$ cat src/design/spi_bridge_command_processor_core_macros.svh
// Assertion helpers
`ifndef SPI_BRIDGE_COMMAND_PROCESSOR_CORE_MACROS_SVH
`define SPI_BRIDGE_COMMAND_PROCESSOR_CORE_MACROS_SVH

`define SBCP_ASSERT(label, prop, msg) \
  label: assert property (@(posedge clk_i) disable iff (!rst_ni) prop) else $error(msg);

`define SBCP_ASSERT_IMP(label, cond, cons, msg) \
  `SBCP_ASSERT(label, (cond) |-> (cons), msg)

`endif

$ cat src/design/sbcp_pkg.sv
package sbcp_pkg;

  localparam int unsigned BufferDepthDef = 4096;

  typedef enum logic [3:0] {
    PH_IDLE, PH_HEADER, PH_FILL, PH_WRITE, PH_READ, PH_SEND, PH_BULK_HOST, PH_BULK_SPI
  } phase_e;

  typedef enum logic [1:0] {
    OP_HOST = 2'd0, OP_SPI = 2'd1, OP_READY = 2'd2, OP_NONE = 2'd3
  } op_e;

  typedef enum logic [1:0] {
    ACT_NONE = 2'd0, ACT_HOST = 2'd1, ACT_SPI = 2'd2, ACT_EXIT = 2'd3
  } act_e;

  typedef struct packed {
    logic [1:0] op;
    logic [7:0] data;
  } item_t;

  // result of one item: up to four bytes plus settings
  typedef struct packed {
    logic [2:0]  cnt;
    logic [3:0][9:0] res;   // {action, byte} per result
    logic        sel;
    logic [4:0]  speed;
    logic [3:0]  clk;
    logic [3:0]  periph;
  } job_t;

  function automatic logic [4:0] speed_lut(input logic [2:0] idx);
    logic [4:0] r;
    case (idx)
      3'd0: r = 5'h00;
      3'd1: r = 5'h18;
      3'd2: r = 5'h1C;
      3'd3: r = 5'h1D;
      3'd4: r = 5'h03;
      3'd5: r = 5'h08;
      3'd6: r = 5'h10;
      default: r = 5'h18;
    endcase
    return r;
  endfunction

endpackage

$ cat src/design/sbcp_queue.sv
module sbcp_queue
  import sbcp_pkg::*;
(
  input  logic clk_i,
  input  logic rst_ni,
  input  logic in_valid_i,
  output logic in_ready_o,
  input  job_t in_job_i,
  output logic out_valid_o,
  input  logic out_ready_i,
  output job_t out_job_o
);

  job_t       slot_q [2];
  logic       wp_q, rp_q;
  logic [1:0] cnt_q;
  logic       push, pop;

  assign in_ready_o  = cnt_q != 2'd2;
  assign out_valid_o = cnt_q != 2'd0;
  assign out_job_o   = slot_q[rp_q];
  assign push = in_valid_i && in_ready_o;
  assign pop  = out_valid_o && out_ready_i;

  always_ff @(posedge clk_i) begin
    if (push) slot_q[wp_q] <= in_job_i;
  end

  always_ff @(posedge clk_i or negedge rst_ni) begin
    if (!rst_ni) begin
      wp_q <= 1'b0; rp_q <= 1'b0; cnt_q <= '0;
    end else begin
      if (push) wp_q <= !wp_q;
      if (pop) rp_q <= !rp_q;
      cnt_q <= cnt_q + {1'b0, push} - {1'b0, pop};
    end
  end

endmodule

$ cat config.mk
export PLATFORM = sky130hd
export DESIGN_NAME = sbcp_queue
export DESIGN_NICKNAME = d
export VERILOG_FILES = /design/src/design/spi_bridge_command_processor_core_macros.svh /design/src/design/sbcp_pkg.sv /design/src/design/sbcp_queue.sv
export SDC_FILE = /design/constraint.sdc
export NUM_CORES = 1
export LEC_CHECK = 0
export ABC_AREA = 1
export CAP_MARGIN = 30
export CORE_MARGIN = 5
export CORE_UTILIZATION = 40
export DETAILED_ROUTE_END_ITERATION = 10
export DONT_BUFFER_PORTS = 1
export SLEW_MARGIN = 20
export SYNTH_ARGS = -nofsm -noshare
export SYNTH_HDL_FRONTEND = slang
export SYNTH_SLANG_ARGS = --single-unit
$ cat constraint.sdc
create_clock -name clk_i -period 4.7 [get_ports clk_i]
set_input_delay 0.94 -clock clk_i [delete_from_list [all_inputs] [get_ports clk_i]]
set_output_delay 0.94 -clock clk_i [all_outputs]
set_load 0.01 [all_outputs]
# Word-level counts from Yosys, hierarchy flattened

Memory sizes are Yosys's and may differ from the RTL's.
Index checks and enable logic that the tools add are counted.

Add/subtract/negate cells: 2
Equal/unequal tests: 1
Muxes and demuxes: 2
Reduce and logical (&&, ||, !) cells: 5

Operator list:

| operator                                    | number |
|---|---|
| 2-bit by 1-bit adder with 2-bit output      | 1 |
| 1-bit logical AND                           | 2 |
| 1-bit logical NOT                           | 2 |
| 1-bit two-way mux                           | 2 |
| 2-bit != test, second input constant        | 1 |
| 2-bit nonzero test                          | 1 |
| 2-bit by 1-bit subtractor with 2-bit output | 1 |

Register bits: 4
Bits in writable memories: 114
Bits of input ports: 61
Output and inout bits: 59
Word-level logic and storage cells: 14
Memories: 1

Memories:

| name   | words | bits a word | read ports | clocked after Yosys merged registers in | write ports | line             | source |
|---|---|---|---|---|---|---|---|
| slot_q | 2     | 57          | 1          | 0                                       | 1           | sbcp_queue.sv:14 | `job_t slot_q [2];` |

# Longest topological paths before layout

Depth after elaboration: 4
Depth in mapped cells: 12
Mapped depth without buffers: 12

# Worst setup path before layout

OpenSTA, ideal clock, no wires.

Path kind: input to register
Start: input in_valid_i
End: memory slot_q[1][0] (netlist name) (enable)
Setup time: 0.473 ns
Arrival: 3.456 ns
Data required time: 4.227 ns
Setup slack: 0.770 ns
Stages: 2
Buffers on the path: 0
Cells stage by stage: nand2_1 > nor2_1

Longest elaborated chain between the ends: 3

Ends and longest elaborated chain:

| what                                    | line             | source |
|---|---|---|
| start: declaration                      | sbcp_queue.sv:6  | `input logic in_valid_i,` |
| 1-bit logical AND                       | sbcp_queue.sv:22 | `assign push = in_valid_i && in_ready_o;` |
| 1-bit two-way mux                       | sbcp_queue.sv:26 | `if (push) slot_q[wp_q] <= in_job_i;` |
| 1-bit two-way mux (implied by the code) | sbcp_queue.sv:26 |  |
| end: declaration                        | sbcp_queue.sv:14 |  |

No other way between the ends.

==> run metrics <==
reg2reg start cnt_q[1]; Reg clk slew, reported paths roughly 0.050 ns; mean area per synthesized cell approximately 13 µm²; status completed; Cells after Synth between 300 and 400; dpl ws about 1.9 ns; Cells after DPL roughly 460; unrepaired setup endpoints after global routing false; Worst Skew 0.008193 ns; number of CTS-inserted buffers 17; Synth Warn # 0; Post-CTS Setup Inserts 0; Mapped Area between 4000 and 5000 µm²; WL final 8478 µm; Hold-fix buffers, CTS 0; final setup vio count 0; Tcrit/Tclk final 0.6698; post-synth cell types 14; P_leak 2.024 nW; syn_nets between 300 and 400; Final nets about 400; mux cell area share after synthesis 0; sequential area share after synthesis 0.8076; vias post-DR around 2300; Starting Density 0.4060; # resized after CTS 0; # DRC 0; minimum clock period 3.148 ns; IO Port Bufs 0; CTS tree yes; first drt pass iteration count 4; count of final hold-check violations 0; Die X between 100 and 150 µm; Slew Limit Fails 0; total grt overflow 0; pin slew with the least headroom to its limit approximately 0.74 ns; clock sinks 118; DR iter-0 viols 97; Routed Antenna Nets 0; H-tree depth 4; ranking of synthesized cells by area edfxtp_1 78%, nand2_1 15%, dfrtp_1 2.3%, buf_4 1.0%, inv_1 0.60%; vias in the first global route between 2000 and 2500; GRT Total Usage 0.1368; main combinational cell family by area after synthesis simple AND/OR/NAND/NOR gates; adder-cell share of the synthesized area 0.002868; power share of the combinational group 0.233; WS Path Type reg2out; die area approximately 13000 µm²; cell taking the most area after synthesis edfxtp_1; Clk pwr share 0.363; fmax approximately 320 MHz; Root Driver clkbuf_8; Critical Path End Type primary output; Pwr Density between 700 and 800 nW/µm²; initial antenna violation count 0; row count 38; power share of the sequential group 0.404; pin count of the biggest net entering global routing 59; top cell type's share of synthesized area 0.7846; DP Wirelength 5326 µm; critical-path maximum fanout 58; first-pass GRT wire length ~13000 µm; startpoint types register; Area Growth Syn to Fin 18.47%; WL per Instance between 15 and 20 µm; Psw around 1.2 mW; Die Y roughly 110 µm; maxcap violations 0; GPL Wtd Cong roughly 0.70; R2R Setup Slk 2.31 ns; final setup TNS 0 ns; Post-Layout Cell Count just under 500; deepest clock path buffer count 2; Worst VDD drop around 0.37 mV; Compound-Gate Fraction of Synth Area 0.002294; worst hold path type in2async; Crit path arrival time 2.21 ns; flops & latches, synth 118; relative slew slack 0.5029; Top-Level Pins 120; CP required between 3 and 4 ns; Cell Int Power about 2.5 mW; layout cell share with drive strength beyond 1 0.1130; DR vias/cell roughly 4.7; fin worst setup slack 1.552 ns; Worst-Skew Late Latency 0.50 ns; worst r2r dst slot_q[1][28]; Inserted Diodes 0; simple-gate share of the synthesized area 0.1615; Core ar. between 10000 and 15000 µm²; Post-Synth XOR/XNOR Area 0.002007; Net Sw Frac 0.3193; FF-to-FF path depth 4
==> metrics by stage <==
step | util | power [mW] | hold slack (ns) | area (µm²)
final | 0.4810 | 3.717 | 0.1351 | 5169
after global routing | 0.4810 | 3.935 | 0.09699 | 5169
after CTS | 0.4792 | 3.775 | 0.09580 | 5149
after detailed placement | 0.4209 | 2.411 | 0.5765 | 4523
after global placement | 0.4191 | 2.382 | 0.5395 | 4503
after floorplan | - | 2.200 | 0.4846 | 4363
==> how the worst max path moves through the flow <==
stage / startpoint / to / slack [ns] / depth (start not counted)
finish: rp_q / out_job_o[55] / 1.55 / 5
global route: rp_q / out_job_o[48] / 1.34 / 5
CTS: rp_q / out_job_o[48] / 1.42 / 5
detailed placement: in_valid_i / slot_q[0][15] / 1.91 / 3
global placement: rp_q / out_job_o[28] / 1.84 / 4
floorplan: in_valid_i / slot_q[1][0] / 0.77 / 2
==> power by group through the flow <==
| stage | combinational (mW) | sequential, mW | clock [mW] |
|---|---|---|---|
| CTS | 0.891 | 1.50 | 1.38 |
| floorplan | 0.673 | 1.53 | 0 |
| global placement | 0.867 | 1.51 | 0 |
| global route | 0.977 | 1.52 | 1.44 |
| detailed placement | 0.888 | 1.52 | 0 |
| finish | 0.867 | 1.50 | 1.35 |
==> Yosys cell counts <==
cell type  instances
ha_1               1
nand3_1            2
buf_2              5
nor2_1             5
o21ai_0            1
clkbuf_1           1
a21oi_1            1
inv_1              7
nand2_1          180
buf_4              6
inv_2              1
dfrtp_1            4
xor2_1             1
edfxtp_1         114
==> cell type report <==
cell class	instances	area, µm²
sequential	118	3525
fill	954	5577
clock inverter	14	207.7
multi-input combinational	191	750.7
timing repair buffer	5	62.56
tap	140	175.2
clock buffer	18	417.9
inverter	8	30.03
==> cell usage in the layout (no fill, tap or decap) <==
master and count:
nand2_1 180, edfxtp_1 114, clkbuf_16 16, inv_1 7, clkinvlp_4 5, bufinv_16 5, clkinv_2 4, nor2_1 3
dfrtp_1 3, buf_4 3, nand3_1 2, nor2_4 2, buf_12 2, inv_2 1, o21ai_0 1, a21oi_1 1
xor2_1 1, ha_1 1, clkbuf_8 1, clkbuf_1 1, dfrtp_2 1
==> worst max-delay path: stages, from the launching register on <==
cell     delay, ns
dfrtp_2       0.34
buf_4         0.50
inv_2         0.40
buf_12        0.29
nand2_1       0.07
nand2_1       0.11
==> routing by layer <==
metal / global-route usage / vias to the layer above / part of all wire
li1: - / 1128 / -
met1: 0.1427 / 1108 / 0.36
met2: 0.2258 / 71 / 0.52
met3: 0.06924 / 9 / 0.10
met4: 0.07047 / 0 / 0.018
met5: 0 / - / 0
==> state kept, by name, summed over array words and instances, names as in the netlist <==
name / flops
rp_q: 1
cnt_q: 2
slot_q: 114
wp_q: 1
==> cell families (layout without fill, tap and decap cells) <==
| group | Yosys count | count (layout) |
|---|---|---|
| flip-flops | 118 | 118 |
| XOR/XNOR | 1 | 1 |
| AND/OR/NAND/NOR | 187 | 187 |
| AO/OA/AOI/OAI | 2 | 2 |
| buffers and inverters | 20 | 45 |
| adder cells (fa/ha/maj) | 1 | 1 |
Note: power is estimated with default switching activity, not from simulation.
