**src/design/spi_bridge_command_processor_core_macros.svh**
```systemverilog
// Assertion helpers
`ifndef SPI_BRIDGE_COMMAND_PROCESSOR_CORE_MACROS_SVH
`define SPI_BRIDGE_COMMAND_PROCESSOR_CORE_MACROS_SVH

`define SBCP_ASSERT(label, prop, msg) \
  label: assert property (@(posedge clk_i) disable iff (!rst_ni) prop) else $error(msg);

`define SBCP_ASSERT_IMP(label, cond, cons, msg) \
  `SBCP_ASSERT(label, (cond) |-> (cons), msg)

`endif

```
**src/design/sbcp_pkg.sv**
```systemverilog
package sbcp_pkg;

  localparam int unsigned BufferDepthDef = 4096;

  typedef enum logic [3:0] {
    PH_IDLE, PH_HEADER, PH_FILL, PH_WRITE, PH_READ, PH_SEND, PH_BULK_HOST, PH_BULK_SPI
  } phase_e;

  typedef enum logic [1:0] {
    OP_HOST = 2'd0, OP_SPI = 2'd1, OP_READY = 2'd2, OP_NONE = 2'd3
  } op_e;

  typedef enum logic [1:0] {
    ACT_NONE = 2'd0, ACT_HOST = 2'd1, ACT_SPI = 2'd2, ACT_EXIT = 2'd3
  } act_e;

  typedef struct packed {
    logic [1:0] op;
    logic [7:0] data;
  } item_t;

  // result of one item: up to four bytes plus settings
  typedef struct packed {
    logic [2:0]  cnt;
    logic [3:0][9:0] res;   // {action, byte} per result
    logic        sel;
    logic [4:0]  speed;
    logic [3:0]  clk;
    logic [3:0]  periph;
  } job_t;

  function automatic logic [4:0] speed_lut(input logic [2:0] idx);
    logic [4:0] r;
    case (idx)
      3'd0: r = 5'h00;
      3'd1: r = 5'h18;
      3'd2: r = 5'h1C;
      3'd3: r = 5'h1D;
      3'd4: r = 5'h03;
      3'd5: r = 5'h08;
      3'd6: r = 5'h10;
      default: r = 5'h18;
    endcase
    return r;
  endfunction

endpackage

```
**src/design/sbcp_back.sv**
```systemverilog
module sbcp_back
  import sbcp_pkg::*;
(
  input  logic        clk_i,
  input  logic        rst_ni,
  input  logic        job_valid_i,
  output logic        job_ready_o,
  input  job_t        job_i,
  output logic        m_axis_tvalid,
  input  logic        m_axis_tready,
  output logic [23:0] m_axis_tdata,
  output logic [1:0]  m_axis_tuser,
  output logic        m_axis_tlast
);

  logic [1:0] idx_q;
  logic       done;
  logic [9:0] r;

  assign r = job_i.res[idx_q];
  assign m_axis_tvalid = job_valid_i;
  assign done = ({1'b0, idx_q} + 3'd1) == job_i.cnt;
  assign m_axis_tlast = done;
  assign job_ready_o = m_axis_tready && done;
  assign m_axis_tuser = r[9:8];
  assign m_axis_tdata = {2'b00, job_i.periph, job_i.clk[3], job_i.clk[2], job_i.clk[1],
                         job_i.clk[0], job_i.speed, job_i.sel, r[7:0]};

  always_ff @(posedge clk_i or negedge rst_ni) begin
    if (!rst_ni) begin
      idx_q <= '0;
    end else if (job_valid_i && m_axis_tready) begin
      idx_q <= done ? 2'd0 : idx_q + 2'd1;
    end
  end

endmodule

```
**config.mk**
```make
export PLATFORM = sky130hd
export DESIGN_NAME = sbcp_back
export DESIGN_NICKNAME = d
export VERILOG_FILES = /design/src/design/spi_bridge_command_processor_core_macros.svh /design/src/design/sbcp_pkg.sv /design/src/design/sbcp_back.sv
export SDC_FILE = /design/constraint.sdc
export NUM_CORES = 1
export LEC_CHECK = 0
export CORE_MARGIN = 1
export CORE_UTILIZATION = 34
export DETAILED_ROUTE_END_ITERATION = 10
export DONT_BUFFER_PORTS = 1
export GPL_TIMING_DRIVEN = 0
export PLACE_DENSITY = 0.55
export SYNTH_ARGS = -nofsm -noshare
export SYNTH_HDL_FRONTEND = slang
export SYNTH_SLANG_ARGS = --single-unit
```
**constraint.sdc**
```tcl
create_clock -name clk_i -period 1.68 [get_ports clk_i]
set_input_delay 0.336 -clock clk_i [delete_from_list [all_inputs] [get_ports clk_i]]
set_output_delay 0.336 -clock clk_i [all_outputs]
set_load 0.01 [all_outputs]
```
# Word-level counts from Yosys, hierarchy flattened
# Index checks and enable logic that the tools add are counted.
[totals]
word_cells = 10
inputBits = 61
register_bits = 2
output_inout_bits = 29
[op_classes]
mux = 3
reduce_logical = 2
n_addsub = 2
n_eq_ne = 1
magnitude_cmp = 1
[op_table]
columns = ["cell", "n"]
rows = [
  ["$bmux 10 s2", 1],
  ["$mux 10", 1],
  ["$add 2x1->3 const B", 1],
  ["$eq 3x3->1", 1],
  ["$lt 2x3->1 const B", 1],
  ["$add 2x1->2 const B", 1],
  ["$logic_and 1x1->1", 2],
  ["$mux 2", 1],
]

# Logic depth before layout (Yosys ltp)
[logic_depth]
word_depth = 3
mapped_depth = 4
ltp_nobuf = 4

# Least setup slack after synthesis
# Ideal clock, no wire load.
[synth_timing]
kind = "reg-to-output"
startpoint = "register idx_q[0]"
endpoint = "output job_ready_o"
t_required_ns = 1.344
path_stages_with_launch = 5
setup_slack_ns = -0.032
path_buffers = 0
arrival_ns = 1.376
cell_sequence = "dfrtp_1 ha_1 xor2_1 nor3_2 and2_1"
[synth_via]
elab_chain_len = 3
[synth_lines]
columns = ["element", "line", "rtl"]
rows = [
  ["start: declaration", "sbcp_back.sv:16", "logic [1:0] idx_q;"],
  ["start signal: assignment", "sbcp_back.sv:33", "idx_q <= done ? 2'd0 : idx_q + 2'd1;"],
  ["$add 2x1->3", "sbcp_back.sv:22", "assign done = ({1'b0, idx_q} + 3'd1) == job_i.cnt;"],
  ["$eq 3x3->1", "sbcp_back.sv:22", ""],
  ["via m_axis_tlast", "sbcp_back.sv:13", "output logic m_axis_tlast"],
  ["$logic_and 1x1->1", "sbcp_back.sv:24", "assign job_ready_o = m_axis_tready && done;"],
  ["end: declaration", "sbcp_back.sv:7", "output logic job_ready_o,"],
]
# The timed path passes the listed nets, and every way through them passes these cells.

# Final worst setup path
# Ends and elaborated chain as after synthesis.

==> flow_summary_export.csv <==
group,metric,value,unit
timing,drv_slew,0,
cts,path_clk_slew,0.03,ns
floorplan,coreArea,1370,um2
worst_setup_path,cpPeakStageDelay,0.42,ns
yosys,synthFlopType,"dfrtp_1",
floorplan,fp.dieH,41.0,um
yosys,synth.most_common_cell,"buf_4",
yosys,synthSimpleGateAreaFrac,0.0749,
worst_setup_path,critPathTopFamily,"simple AND/OR/NAND/NOR gates",
floorplan,die-area,1680,um2
worst_setup_path,slowest_stage,"dfrtp_2",
detailed_routing,wire_per_inst,17.7,um
cts,cts.sinks,2,
detailed_routing,first_iter_violations,0,
global_routing,grt_pass1_wl,1.45,mm
detailed_routing,viasPerCell,5.80,
status,status,"finished, violations left",
yosys,yosys_warnings,0,
yosys,yosys-mux-area-fraction,0.449,
placement,placed_cell_area,557,um2
timing,layout_setup_ws,-0.147,ns
timing,rsz0062_at_grt,"yes",
cts,numCtsBuffers,3,
yosys,ys_seq_area_frac,0.0966,
worst_setup_path,start_kind,"register",
placement,io_buffers,0,
cells_and_area,top_register,"idx_q",
floorplan,rows,13,
yosys,synth_area_leader_cell,"mux4_2",
yosys,synth_edf_count,0,
pwr,irDropWorstVdd,575,uV
cts,cts_tree,"done",
global_routing,grt_overflow,0,
cts,clock-root-buffer,"clkbuf_4",
timing,setup_viol,9,
cells_and_area,drive_above_1_share,0.764,
cells_and_area,reg_top3,"idx_q: 2 flops",
timing,min_period,1.83,ns
timing,clock_skew,0.00592,ns
floorplan,die_w,41.0,um
global_routing,use_met1,0.125,
global_routing,use_met2,0.273,
detailed_routing,first_pass_iters,1,
min_path,hold_path_class,"input port to register",
placement,dp_slack,-0.0818,ns
detailed_routing,vias,406,
global_routing,grt_pass1_vias,363,
yosys,synth_xor_area_frac,0.0507,
yosys,syn_inst,45,
worst_setup_path,cp.arrival,1.49,ns
cts,cts_buffer_depth,2,
global_routing,grt_max_degree,11,
cells_and_area,fin_area,641,um2
worst_setup_path,crit_path_end_kind,"primary output",
global_routing,top_usage_layer,"met2",
yosys,synth.area.top_cells,"mux4_2, buf_4, mux4_1",
timing,setup_tns,-0.969,ns
yosys,syn_area,518,um2
cells_and_area,seq_area,51.3,um2
placement,gp_congestion,0.657,
yosys,yosys_register_bits,2,
global_routing,antenna_found_initial,0,
pwr,p_per_area,1550,nW/um2
worst_setup_path,cp_cell_sequence,"ha_4, xor2_2, nor3_4, and2_4",
cells_and_area,nFillCells,137,
worst_setup_path,cp_max_fo,4,
cts,htreeDepth,1,
floorplan,initial_core_util,0.379,
timing,min_period_over_period,1.09,
timing,max_freq,0.547,GHz
yosys,synth_compound_gate_area_share,0.0193,
cells_and_area,area_growth,23.7,%
detailed_routing,drc,0,
yosys,synth_fa_ha_area_frac,0.0242,
pwr,power.leakage,0.269,nW
status,violations,"negative setup slack",
worst_setup_path,cp_data_required_time,1.34,ns
yosys,syn_area_per_cell,11.5,um2
global_routing,grtUsageMet3,0.0163,
cells_and_area,multiInputGateArea,349,um2
yosys,synth.distinct_cells,16,
worst_setup_path,path_buf_inv,0,
detailed_routing,routed_wl,1.24,mm
cells_and_area,antenna_cells,0,
worst_setup_path,path_class,"register to primary output",
detailed_routing,ant_nets,0,
cells_and_area,final_nets,118,
placement,dp_hpwl,1.06,mm
cells_and_area,largest_reg_flops,2,
yosys,synth_top_family_by_area,"multiplexers",
global_routing,track_usage,0.145,
cts,clkLatencyLatePin,0.23,ns
yosys,synth-async-reset-ratio,1.00,
timing,hold_viol_final,0,
yosys,synth_top_area_frac,0.348,
yosys,synth_common_cells,"buf_4, mux4_2, nand2_1",
floorplan,io_pins,90,
flow_run,max-cap-violations,0,
[stage by stage]
step / cells / hold slack [ns] / util / power (mW)
floorplan: 46 / 0.0404 / - / 0.655
global placement: 61 / 0.0405 / 0.408 / 0.713
detailed placement: 61 / 0.0405 / 0.408 / 0.725
CTS: 70 / 0.264 / 0.469 / 1.00
global route: 70 / 0.301 / 0.469 / 1.09
finish: 70 / 0.267 / 0.469 / 0.995
[cell families (layout without fill, tap and decap cells)]
kind of cell | after synthesis | in the layout
flops | 2 | 2
xor+xnor | 3 | 3
buf+inv | 19 | 28
mux | 10 | 10
simple gates | 7 | 7
compound gates | 2 | 2
fa+ha+maj | 1 | 1
other cells | 1 | 2
[cells in the final DEF, fill, tap and decap left out, drive strengths merged]
cell and instances:
clkbuf 4, xnor2 1, dfrtp 2, o21ai 2, nand2 3, or2 1
buf 23, dlygate4sd3 1, ha 1, mux4 10, conb 2, nand3 1
nor3 1, xor2 2, and2 1
[final timing paths]
check                      slack, ns                  from  depth (start not counted)              endpoint
setup / recovery               -0.15  idx_q[0]$_DFFE_PN0P_                          4           job_ready_o
min in group asynchronous       0.34                rst_ni                          1  idx_q[0]$_DFFE_PN0P_
hold reg to reg                 0.82  idx_q[1]$_DFFE_PN0P_                          4  idx_q[1]$_DFFE_PN0P_
hold / removal                  0.27         m_axis_tready                          2  idx_q[1]$_DFFE_PN0P_
max in group asynchronous       1.19                rst_ni                          1  idx_q[0]$_DFFE_PN0P_
setup reg to reg                0.36  idx_q[0]$_DFFE_PN0P_                          4  idx_q[0]$_DFFE_PN0P_
[report_power, final]
part	internal [mW]	switching, mW	leakage, nW
clock network	0.0885	0.0324	0.0150
registers	0.0728	0.0239	0.0237
logic	0.431	0.346	0.230
total	0.592	0.402	0.269
[per-layer routing]
layer | vias to the layer above | routed length, um
met2 | 58 | 734
met5 | - | 0
met4 | 0 | 28
met3 | 4 | 181
li1 | 166 | -
met1 | 178 | 296
[layout make-up]
class / count / area share
clock buffers: 4 / 0.0410
plain buffers: 19 / 0.242
well taps: 15 / 0.0293
repair buffers: 5 / 0.0625
flip-flops and latches: 2 / 0.0801
multi-input cells: 25 / 0.545
[repair_timing]
| item | in CTS | in global routing |
|---|---|---|
| endpoints found under the hold margin | 2 | 0 |
| hold buffers | 1 | 0 |
| gates resized for setup | 7 | 0 |
| pin swaps | 4 | 0 |
| buffers inserted | 4 | 0 |
| endpoints found under the setup margin | 10 | 11 |
Power figures use the tool's default switching activity.
